===== config.mk =====
export PLATFORM = sky130hd
export DESIGN_NAME = anag_cell
export DESIGN_NICKNAME = d
export VERILOG_FILES = /design/src/design/anag_pkg.sv /design/src/design/anag_cell.sv
export SDC_FILE = /design/constraint.sdc
export NUM_CORES = 1
export LEC_CHECK = 0
export BUFFER_PORTS_ARGS = -buffer_cell sky130_fd_sc_hd__buf_2
export CAP_MARGIN = 15
export CORE_AREA = 8 8 45 47
export DETAILED_ROUTE_END_ITERATION = 6
export DIE_AREA = 0 0 53 55
export PLACE_DENSITY = 0.72
export SLEW_MARGIN = 20
export SYNTH_ARGS = -nofsm -noshare
export SYNTH_HDL_FRONTEND = slang
export SYNTH_SLANG_ARGS = --single-unit

===== constraint.sdc =====
create_clock -name clk -period 2.6 [get_ports clk]
set_clock_uncertainty 0.1 [all_clocks]
set_input_delay 0.52 -clock clk [delete_from_list [all_inputs] [get_ports clk]]
set_output_delay 0.52 -clock clk [all_outputs]
set_load 0.05 [all_outputs]

===== src/design/anag_pkg.sv =====
// Shared types and default constants for the anagram group classifier.
`timescale 1ns / 1ps
package anag_pkg;

  localparam int MAX_GROUPS_DEF    = 64;
  localparam int ALPHABET_SIZE_DEF = 26;
  localparam int COUNT_BITS_DEF    = 7;

  // Fixed field widths of the ports.
  localparam int LETTER_W    = 5;
  localparam int GROUP_IDX_W = 6;

  // Control broadcast from the sequencer to every letter cell.
  typedef struct packed {
    logic                inc;     // count a letter this cycle
    logic [LETTER_W-1:0] letter;  // which letter
    logic                clear;   // word done, zero the histogram
  } cell_ctrl_t;

endpackage


===== src/design/anag_cell.sv =====
// One letter cell: a saturating count and its slice of the signature compare.
`timescale 1ns / 1ps
module anag_cell #(
  parameter int COUNT_BITS = anag_pkg::COUNT_BITS_DEF,
  parameter int INDEX      = 0
) (
  input  logic                  clk,
  input  logic                  rst_n,
  input  anag_pkg::cell_ctrl_t  ctrl,
  input  logic [COUNT_BITS-1:0] sig,     // stored count for this letter
  input  logic                  eq_in,   // all earlier cells matched
  output logic                  eq_out,
  output logic [COUNT_BITS-1:0] count
);

  logic [COUNT_BITS-1:0] count_r;
  logic [COUNT_BITS-1:0] count_nxt;
  logic                  hit;

  assign hit = ctrl.inc && (32'(ctrl.letter) == INDEX);

  always_comb begin
    count_nxt = count_r;
    if (ctrl.clear) begin
      count_nxt = '0;
    end else if (hit && (count_r != {COUNT_BITS{1'b1}})) begin
      count_nxt = count_r + COUNT_BITS'(1);
    end
  end

  always_ff @(posedge clk) begin
    if (!rst_n) begin
      count_r <= '0;
    end else begin
      count_r <= count_nxt;
    end
  end

  assign eq_out = eq_in && (sig == count_r);
  assign count  = count_r;

endmodule


## Word-level counts from Yosys, hierarchy flattened

Cells that the tools add are included.

- Register bits: 7
- Logic and storage cells: 10

- Add/subtract/negate cells: 1
- Equal/unequal tests: 2
- Bitwise gates (word level): 1
- Reductions and logical operators: 5

Operators with widths:

| cell | count |
|---|---|
| 7-bit by 1-bit adder with 7-bit output, second input constant | 1 |
| 7-bit == test | 1 |
| 7-bit inequality test, second input constant | 1 |
| 5-bit zero test | 1 |
| 1-bit logical AND | 3 |
| 2-bit OR reduction | 1 |
| 1-bit NOT | 1 |

## Logic depth before layout (Yosys ltp)

Gate-level depths: netlist (run 1).

- Depth in word-level cells: 3
- Gate-level depth with buffers: 6
- Gate-level depth less buffers: 5

## Worst setup path after synthesis (run 1)

OpenSTA, ideal clock, no wires.

- Path type: reg2out
- Start point: register count_r[2] (netlist: count[2])
- End point: output port eq_out
- Data arrival time: 1.656 ns
- Required time: 1.980 ns
- Setup slack: 0.324 ns
- Stages on the path, launching flop included: 4
- Path through: dfxtp_1 xnor2_1 nand4_1 nor2_1

- Longest elaborated chain between the ends: 2

Ends and longest elaborated chain:

| item | RTL line | RTL |
|---|---|---|
| start, declared | anag_cell.sv:16 | `logic [COUNT_BITS-1:0] count_r;` |
| start signal, assigned | anag_cell.sv:35 | `count_r <= count_nxt;` |
| 7-bit == test | anag_cell.sv:39 | `assign eq_out = eq_in && (sig == count_r);` |
| 1-bit logical AND | anag_cell.sv:39 |  |
| end, declared | anag_cell.sv:12 | `output logic eq_out,` |

No other way between the ends.

## Final worst setup path (run 1)

Ends and elaborated chain as after synthesis.

==> results.md, run 1 <==
* Pwr/cell area at ~390 nW/µm²
* Width of the die at around 53 µm
* Vias in the first global route at approximately 480
* M1 WL at slightly below 500 µm
* Final Critical Period at slightly below 2000 ps
* FF/Latch Area at roughly 140 µm²
* Reg-to-reg startpoint: count[0]$_SDFFE_PP0P_
* Pleak at between 0.2 and 0.25 nW
* Area of the multi-input gates at around 280 µm²
* Crit end category: primary output
* Vias at ~500
* Share of cells above drive strength 1 at 0.355
* CTS Buf Count at 3
* # diodes at 0
* Worst EP required at 1980 ps
* Worst-margin pin slew at approximately 350 ps
* Area growth from synthesis to layout at 33.9%
* Synth area leader: dfxtp_1
* Root Driver: clkbuf_4
* Commonest non-fill, non-tap cell in the layout: buf_2
* Metal2 WL at about 600 µm
* Top-Level Pins at 25
* Hold depth at 1
* Total GRT Usage at 0.0899
* Clock transition at path regs at 50 ps
* Site Rows at 14
* Slowest cell on crit path: dfxtp_1
* Critical path data arrival time at around 1400 ps
* Crit path max fanout at 8
* PortBufs at 24
* Synth top area share at 0.316
* Worst Hold End: count[5]$_SDFFE_PP0P_
* Wirelength, routed at 1.27 mm
* Yosys cell types at 24
* Hold Buf Count CTS at 0
* CP top delay family: flip-flops
* Synth Area per Inst at roughly 9 µm²
* Clock Latency Late Sink at ~250 ps
* Initial antenna violation count at 0
* Flip-flop count of the largest register after layout at 7
* Crit path cell chain: xnor2_1, nand4_1, nor2_1, buf_2
* Metal3 WL at 140 µm
* Synth Register Bits at 7
* Ys async rst share at 0
* Gpl congestion at 0.761
* First-pass GRT wire length at between 1.5 and 2 mm
* Fin util at 0.429
* Avg WL per Cell at between 10 and 15 µm
* CTS tree: built
* Top Layer Used: met4
* Worst hold slack at about 440 ps
* # setup viols final at 0
* Die Y at 55 µm
* Synth Cell Area at between 400 and 500 µm²
* Core area at between 1000 and 1500 µm²
* Hold crit path type: reg2reg
* Main synth FF type: dfxtp_1
* Post-synth net total at 68
* VDD IR-drop max at 0.000126 V
* CTS H-tree lvls at 1
* Iter 0 DRT Violations at 11
* Crit-path max cell delay at 470 ps
* Resize count post-CTS at 0
* Post-synth EDFFs at 0
* Grt ovf at 0
* Commonest cells after routing, fill and taps aside: 24 x buf_2, 7 x xnor2_1, 7 x dfxtp_1
* Final Hold Vio Count at 0
* Seq/Total Area, Yosys at 0.316
* Critical path origin: count[2]$_SDFFE_PP0P_
* Clock tree buffer depth at 2
* Critical path class: reg2out
* Die ar. at a little under 3000 µm²
* Initial DRT Pass Iterations at 4
* Post-layout net count at 95
* Fin crit share at 0.764
* Antenna viol nets, final at 0
* Hold Crit Start: count[5]$_SDFFE_PP0P_
* Routed vias/inst at around 5.4
* RSZ-0062 raised after global routing: no
* Reg2reg path depth at 5
* Initial Util at 0.320
* Clock Sinks at 7
* Synth top area cells: dfxtp_1 32%, xnor2_1 14%, o311ai_0 5.9%
* Postcts setup bufs at 0
* Max_slew headroom at 0.765
* Reg-to-Reg End: count[3]$_SDFFE_PP0P_
* YS warnings at 0
* CP startpoint kind: flip-flop
* Power Total at ~0.23 mW
* Largest net degree at the start of global routing at 12
* Maximum clock frequency at between 0.5 and 0.6 GHz
* Final HPWL DP at 993 µm
* Mapped Cells at 50
* Fillers at approximately 150
* Max-Cap Viols at 0
* Setup TNS at 0 ps
* Status: completed
* CP bufs+invs at 1
* Max-slew violation count at 0
* Flop2flop setup slack at between 600 and 700 ps
* Drt drc at 0
==> cell families (layout without fill, tap and decap cells) <==
logic type               count (synthesis)  after routing  synth area share
adder cells (fa/ha/maj)                  1              1            0.0282
XOR/XNOR                                 7              7             0.138
AO/OA/AOI/OAI                           13             13             0.206
AND/OR/NAND/NOR                         19             19             0.266
buffers and inverters                    3             29            0.0452
flip-flops                               7              7             0.316
==> Yosys cell counts (all sizes together) (2+ instances only) <==
cell and number:
xnor2 7, buf 2, o311ai 3, nand2b 2, nor2 2, o21ai 2
o41ai 3, nand3b 2, nand4 3, a21oi 3, and3 2, dfxtp 7
nand3 2
==> metrics by stage <==
step	instances	instance area, µm²	setup WS (ps)
floorplan	50	443	324
global placement	88	567	515
detailed placement	88	567	408
CTS	92	593	592
global route	92	593	466
finish	92	593	614
==> layout make-up <==
| type | count | share of cell area |
|---|---|---|
| clock buffers | 4 | 0.0443 |
| flip-flops and latches | 7 | 0.236 |
| repair buffers | 24 | 0.203 |
| well taps | 16 | 0.0338 |
| inverters | 1 | 0.00633 |
| multi-input cells | 40 | 0.477 |
==> worst register-to-register path, stage by stage (launching register included) <==
cell     delay (ps)
dfxtp_1         370
ha_1            250
and3_1          200
and3_1          280
or4_1           490
a21oi_1         150
==> power by group <==
group          switching (mW)  total (mW)  internal (mW)
registers            0.000131       0.108          0.107
clock network          0.0420       0.101         0.0587
logic                  0.0101      0.0243         0.0142
total                  0.0522       0.233          0.180
==> metal layers <==
layer / vias to the layer above / global-route usage
met3: 4 / 0.0160
met4: 0 / 0.0776
met5: - / 0
li1: 246 / -
met1: 223 / 0.0951
met2: 25 / 0.152
==> worst max-delay path by stage <==
stage | endpoint | depth (start not counted)
finish | eq_out | 4
global route | eq_out | 4
CTS | eq_out | 4
detailed placement | count[3]$_SDFFE_PP0P_ | 5
global placement | count[3]$_SDFFE_PP0P_ | 5
floorplan | eq_out | 3
No activity file was read; power rests on OpenSTA's default activity.
==> run 2: changes to the inputs <==
ABC_AREA = 1   (was not set)
PLACE_DENSITY = 0.8   (was 0.72)
clock period = 1.95 ns   (was 2.6 ns; I/O delays follow)
==> results.md, run 2 <==
* Final HPWL DP at 1.26 mm (+26%)
* Max-slew violation count at 0 (unchanged)
* Synth Area per Inst at 6.45 µm² (-27%)
* Initial antenna violation count at 0 (unchanged)
* Initial DRT Pass Iterations at 5 (+1)
* Postcts setup bufs at 0 (unchanged)
* Main synth FF type: dfxtp_1
* Clock Power Share at 0.422 (-0.011)
* Post-synth net total at 101 (+49%)
* P_int at 0.241 mW (+34%)
* Critical path data arrival time at 1370 ps (about the same)
* Maximum clock frequency at approximately 0.54 GHz
* YS warnings at 0 (unchanged)
* Met1 GRT Util at 0.114 (+0.0192)
* Commonest non-fill, non-tap cell in the layout: buf_2
* Yosys cell types at 21 (-13%)
* Crit path max fanout at 5 (-3)
* CTS Buf Count at 3 (unchanged)
* Flop2flop setup slack at 430 ps (-260 ps)
* Routed vias/inst at 4.92 (-9.1%)
* Flip-flop count of the largest register after layout at 7 (unchanged)
* Max-Cap Viols at 0 (unchanged)
* Gpl congestion at 0.818 (+7.6%)
* Die Y at 55 µm (unchanged)
* Critical path class: reg2out
* Width of the die at 53 µm (unchanged)
* Wirelength, routed at 1.46 mm (+15%)
* Seq/Total Area, Yosys at 0.262 (-0.0547)
* Final Critical Period at 1860 ps
* Global Route met2 Usage at 0.189 (+0.0371)
* Largest net degree at the start of global routing at 7 (-5)
* Root Driver: clkbuf_4
* Sw frac at 0.244 (+0.0194)
* Clock Sinks at 7 (unchanged)
* Vias in the first global route at 639 (+33%)
* Initial Util at 0.387 (+0.0669)
* Share of cells above drive strength 1 at 0.372 (+0.0164)
* Synth top area cells: dfxtp_1 26%, nand2_1 12%, inv_1 9.8%
* # diodes at 0 (unchanged)
* Vias at 635 (+28%)
* Synth area leader: dfxtp_1
* Worst-margin pin slew at 252 ps (-99.5 ps)
* Synth top cells by count: 17 x nand2_1, 14 x inv_1, 14 x nor2_1, 7 x dfxtp_1, 5 x a21oi_1
* Hold Buf Count CTS at 0 (unchanged)
* Avg WL per Cell at 11.3 µm (-18%)
* Drt drc at 0 (unchanged)
* VDD IR-drop max at 0.000208 V (+65%)
* Total GRT Usage at 0.116 (+0.0261)
* Met3 Resource Use GR at 0.0241 (+0.00802)
* PortBufs at 24 (unchanged)
* Clock tree buffer depth at 2 (unchanged)
* GRT Max-Usage Layer: met2
* First-pass GRT wire length at 2.51 mm (+26%)
* Core area at 1380 µm² (unchanged)
* Grt ovf at 0 (unchanged)
* Mapped Cells at 83 (+66%)
* Post-synth EDFFs at 0 (unchanged)
* Post-layout net count at 132 (+39%)
* CTS tree: built
* Area growth from synthesis to layout at 37.1%
* Synth Register Bits at 7 (unchanged)
* Synth Cell Area at 536 µm² (+21%)
* Top-Level Pins at 25 (unchanged)
* Synth top area share at 0.262 (-0.0547)
* Iter 0 DRT Violations at 17 (+6)
* Worst EP required at 1460 ps (-520 ps)
* Commonest cells after routing, fill and taps aside: 23 x buf_2, 17 x nand2_1, 14 x inv_1
* Ys async rst share at 0 (unchanged)
* CTS H-tree lvls at 1 (unchanged)
* Die ar. at 2920 µm² (unchanged)
* Crit end category: primary output
* CP startpoint kind: flip-flop
* Antenna viol nets, final at 0 (unchanged)
* RSZ-0062 raised after global routing: no
* Logic pwr share at 0.129 (+0.025)
* Fin crit share at 0.952
* P_sw at 0.0779 mW (+49%)
* Clock transition at path regs at 50 ps (about the same)
* Final Hold Vio Count at 0 (unchanged)
* Hold crit path type: in2reg
* Pwr/cell area at 435 nW/µm² (+11%)
* Most common cell in the synthesized netlist: nand2_1
* Worst hold slack at 313 ps (-128 ps)
* Setup TNS at 0 ps (unchanged)
* Clock Latency Late Sink at 260 ps (about the same)
* Max_slew headroom at 0.833 (+0.0682)
* # setup viols final at 0 (unchanged)
* Status: completed
* Pleak at 0.357 nW (+44%)
* Seq pwr share at 0.449 (-0.014)
* Site Rows at 14 (unchanged)
## run 2: cell types whose count changed after synthesis, moves of 3 or more
cell | before | now
inv_1 | 1 | 14
nand2_1 | 0 | 17
nor2_2 | 0 | 3
o311ai_0 | 3 | 0
o41ai_1 | 3 | 0
xnor2_1 | 7 | 2
xor2_1 | 0 | 3
nor2_1 | 2 | 14
## run 2: metal layers
| metal | routed length, µm | vias to the layer above |
|---|---|---|
| met1 | 582 | 279 |
| li1 | - | 322 |
| met2 | 673 | 28 |
| met4 | 63 | 0 |
| met3 | 142 | 6 |
| met5 | 0 | - |
## run 2: logic make-up (layout without fill, tap and decap cells)
group	Yosys count	in the layout	synth area share
simple gates	44	44	0.414
fa+ha+maj	1	1	0.0234
buf+inv	15	45	0.107
flops	7	7	0.262
xor+xnor	5	5	0.0818
compound gates	11	11	0.112
## run 2: path summary, 6_finish.rpt
kind	startpoint	to	cells after the start
min	ctrl[0]	count[5]$_SDFFE_PP0P_	4
min reg2reg	count[4]$_SDFFE_PP0P_	count[4]$_SDFFE_PP0P_	2
max reg2reg	count[0]$_SDFFE_PP0P_	count[3]$_SDFFE_PP0P_	7
max	count[3]$_SDFFE_PP0P_	eq_out	7
## run 2: area by class of cell
cell class              count  area [µm²]
multi-input cells          61         345
clock buffers               4        26.3
inverters                  15        57.6
flip-flops and latches      7         144
repair buffers             26         141
well taps                  16        20.0
fillers                   138         649
## run 2: critical path, stage by stage (launching register included)
cell and delay [ps]:
dfxtp_2 370, inv_1 90, nand2_1 60, o21ai_0 70
nor2_1 140, nand2_1 120, nor2_4 120, buf_6 160
## run 2: power by group through the flow
stage	registers [mW]	clock network, mW	logic, mW
detailed placement	0.146	0	0.0414
floorplan	0.147	0	0.0175
global route	0.143	0.146	0.0463
finish	0.143	0.135	0.0411
CTS	0.143	0.139	0.0416
global placement	0.146	0	0.0388
## run 2: what timing repair did
| action | CTS | global route |
|---|---|---|
| hold endpoints to repair | 0 | 0 |
| pin swaps | 0 | 1 |
| gates cloned | 0 | 0 |
| resized for setup | 1 | 2 |
| setup endpoints to repair | 1 | 1 |
## run 2: metrics by stage
step | util | setup slack [ps] | instance area, µm² | power, mW | std cells
3_3_place_gp | 0.506 | 275 | 701 | 0.185 | 125
4_1_cts | 0.527 | 48.2 | 729 | 0.324 | 129
6_report | 0.531 | 94.0 | 734 | 0.319 | 129
3_5_place_dp | 0.506 | 214 | 701 | 0.188 | 125
5_1_grt | 0.531 | 3.37 | 734 | 0.336 | 129
2_1_floorplan | - | 26.8 | 546 | 0.165 | 83
==> run 3: changes to the inputs <==
REMOVE_ABC_BUFFERS = 1   (was not set)
==> results.md, run 3 (synthesized netlist as in run 2, its figures left out) <==
* Status: completed
* Fin crit share at 0.924 (-0.0273)
* Root Driver: clkbuf_4
* Largest net degree at the start of global routing at 8 (+1)
* Power Total at 0.317 mW (-0.85%)
* Pwr/cell area at 442 nW/µm² (+1.6%)
* Top-Level Pins at 25 (unchanged)
* DP Area at 676 µm² (-3.6%)
* Wirelength, routed at 1.37 mm (-6.0%)
* Hold crit path type: in2reg
* Hold Crit Start: ctrl[0]
* Worst hold slack at 326 ps (+13.0 ps)
* Site Rows at 14 (unchanged)
* Vias in the first global route at 539 (-16%)
* Worst-margin pin slew at 273 ps (+20.7 ps)
* Clock Sinks at 7 (unchanged)
* Hold Buf Count CTS at 0 (unchanged)
* Clock Latency Late Sink at 250 ps (about the same)
* Die ar. at 2920 µm² (unchanged)
* Area growth from synthesis to layout at 33.9%
* Pleak at 0.346 nW (-3.0%)
* Total GRT Usage at 0.0982 (-0.0178)
* CTS H-tree lvls at 1 (unchanged)
* # setup viols final at 0 (unchanged)
* RSZ-0062 raised after global routing: no
* Flip-flop count of the largest register after layout at 7 (unchanged)
* # diodes at 0 (unchanged)
* Initial antenna violation count at 0 (unchanged)
* Clock tree buffer depth at 2 (unchanged)
* Reg-to-reg startpoint: count[0]$_SDFFE_PP0P_
* Clock Power Share at 0.427 (+0.005)
* Logic pwr share at 0.124 (-0.005)
* Max-Cap Viols at 0 (unchanged)
* Crit end category: primary output
* Initial DRT Pass Iterations at 4 (-1)
* Final Hold Vio Count at 0 (unchanged)
* Worst EP required at 1460 ps (about the same)
* Crit path max fanout at 6 (+1)
* Max_slew headroom at 0.818 (-0.0152)
* CP startpoint kind: flip-flop
* Avg WL per Cell at 10.8 µm (-4.5%)
* Antenna viol nets, final at 0 (unchanged)
* First-pass GRT wire length at 2.19 mm (-13%)
* Max-slew violation count at 0 (unchanged)
* Width of the die at 53 µm (unchanged)
* Die Y at 55 µm (unchanged)
* Vias at 607 (-4.4%)
* Final HPWL DP at 1.17 mm (-7.2%)
* Post-layout net count at 130 (-1.5%)
* CTS tree: built
* Gpl congestion at 0.848 (+3.7%)
* P_sw at 0.0770 mW (-1.2%)
* Seq pwr share at 0.449 (about the same)
* Core area at 1380 µm² (unchanged)
* Clock transition at path regs at 60 ps (about the same)
* Sw frac at 0.243 (-0.000872)
* PortBufs at 24 (unchanged)
* Grt ovf at 0 (unchanged)
* Commonest non-fill, non-tap cell in the layout: buf_2
* Initial Util at 0.387 (unchanged)
* Commonest cells after routing, fill and taps aside: 23 x buf_2, 17 x nand2_1, 14 x inv_1
* Final Critical Period at 1800 ps (-53.3 ps)
* Iter 0 DRT Violations at 7 (-10)
* Share of cells above drive strength 1 at 0.360 (-0.0113)
* Routed vias/inst at 4.78 (-2.9%)
* Drt drc at 0 (unchanged)
* Critical path origin: count[2]$_SDFFE_PP0P_
* VDD IR-drop max at 0.000248 V (+19%)
* P_int at 0.240 mW (-0.74%)
* Maximum clock frequency at 0.555 GHz (+3.0%)
* Critical path data arrival time at 1310 ps (-60 ps)
* Critical path class: reg2out
* Fin area at 717 µm² (-2.4%)
* CTS Buf Count at 3 (unchanged)
-- run 3: cell count changes in the layout (fill, tap and decap cells not counted) --
| cell | change |
|---|---|
| buf_4 | -2 |
| dfxtp_2 | -1 |
| dfxtp_4 | +1 |
| nor2_2 | +1 |
| nor2_4 | -1 |
-- run 3: critical path: stages, from the launching register on --
cell and delay (ps):
dfxtp_2 380, inv_1 90, nand2_1 70, nand2_1 50, a21oi_1 120, nand2_1 80, nor2_2 120, buf_6 160
-- run 3: power groups by stage --
stage / registers (mW) / clock network [mW] / logic (mW)
after detailed placement: 0.147 / 0 / 0.0394
after CTS: 0.144 / 0.137 / 0.0396
after global routing: 0.142 / 0.144 / 0.0439
after floorplan: 0.147 / 0 / 0.0169
after global placement: 0.147 / 0 / 0.0375
final: 0.142 / 0.135 / 0.0392
-- run 3: cell type report --
class	count	area [µm²]
Fill cell	143	667
Multi-Input combinational cell	61	340
Sequential cell	7	146
Timing Repair Buffer	24	126
Inverter	15	57.6
Clock buffer	4	26.3
Tap cell	16	20.0
-- run 3: layer usage --
| metal | vias up | GRT usage | part of all wire |
|---|---|---|---|
| li1 | 318 | - | - |
| met1 | 262 | 0.116 | 0.43 |
| met2 | 23 | 0.154 | 0.45 |
| met3 | 4 | 0.0241 | 0.10 |
| met4 | 0 | 0.0647 | 0.022 |
| met5 | - | 0 | 0 |
-- run 3: stage by stage --
stage,TNS [ps],util,setup WS (ps),cells
after global routing,0,0.518,28.0,127
after global placement,0,0.488,327,123
final,0,0.518,147,127
after detailed placement,0,0.488,263,123
after CTS,0,0.509,45.7,127
after floorplan,-323,-,-323,83
-- run 3: path summary, 6_finish.rpt --
check                                        endpoint  cells after the start  slack, ps
worst max register to register  count[0]$_SDFFE_PP0P_                      6        500
worst min-delay path            count[5]$_SDFFE_PP0P_                      4        330
worst max-delay path                           eq_out                      7        150
worst min register to register  count[4]$_SDFFE_PP0P_                      2        400
-- run 3: timing repair --
item                                    in CTS  in global routing
gates resized for setup                      1                  6
endpoints found under the setup margin       1                  1
pin swaps                                    0                  1
hold endpoints to repair                     0                  0
buffers inserted                             0                  0
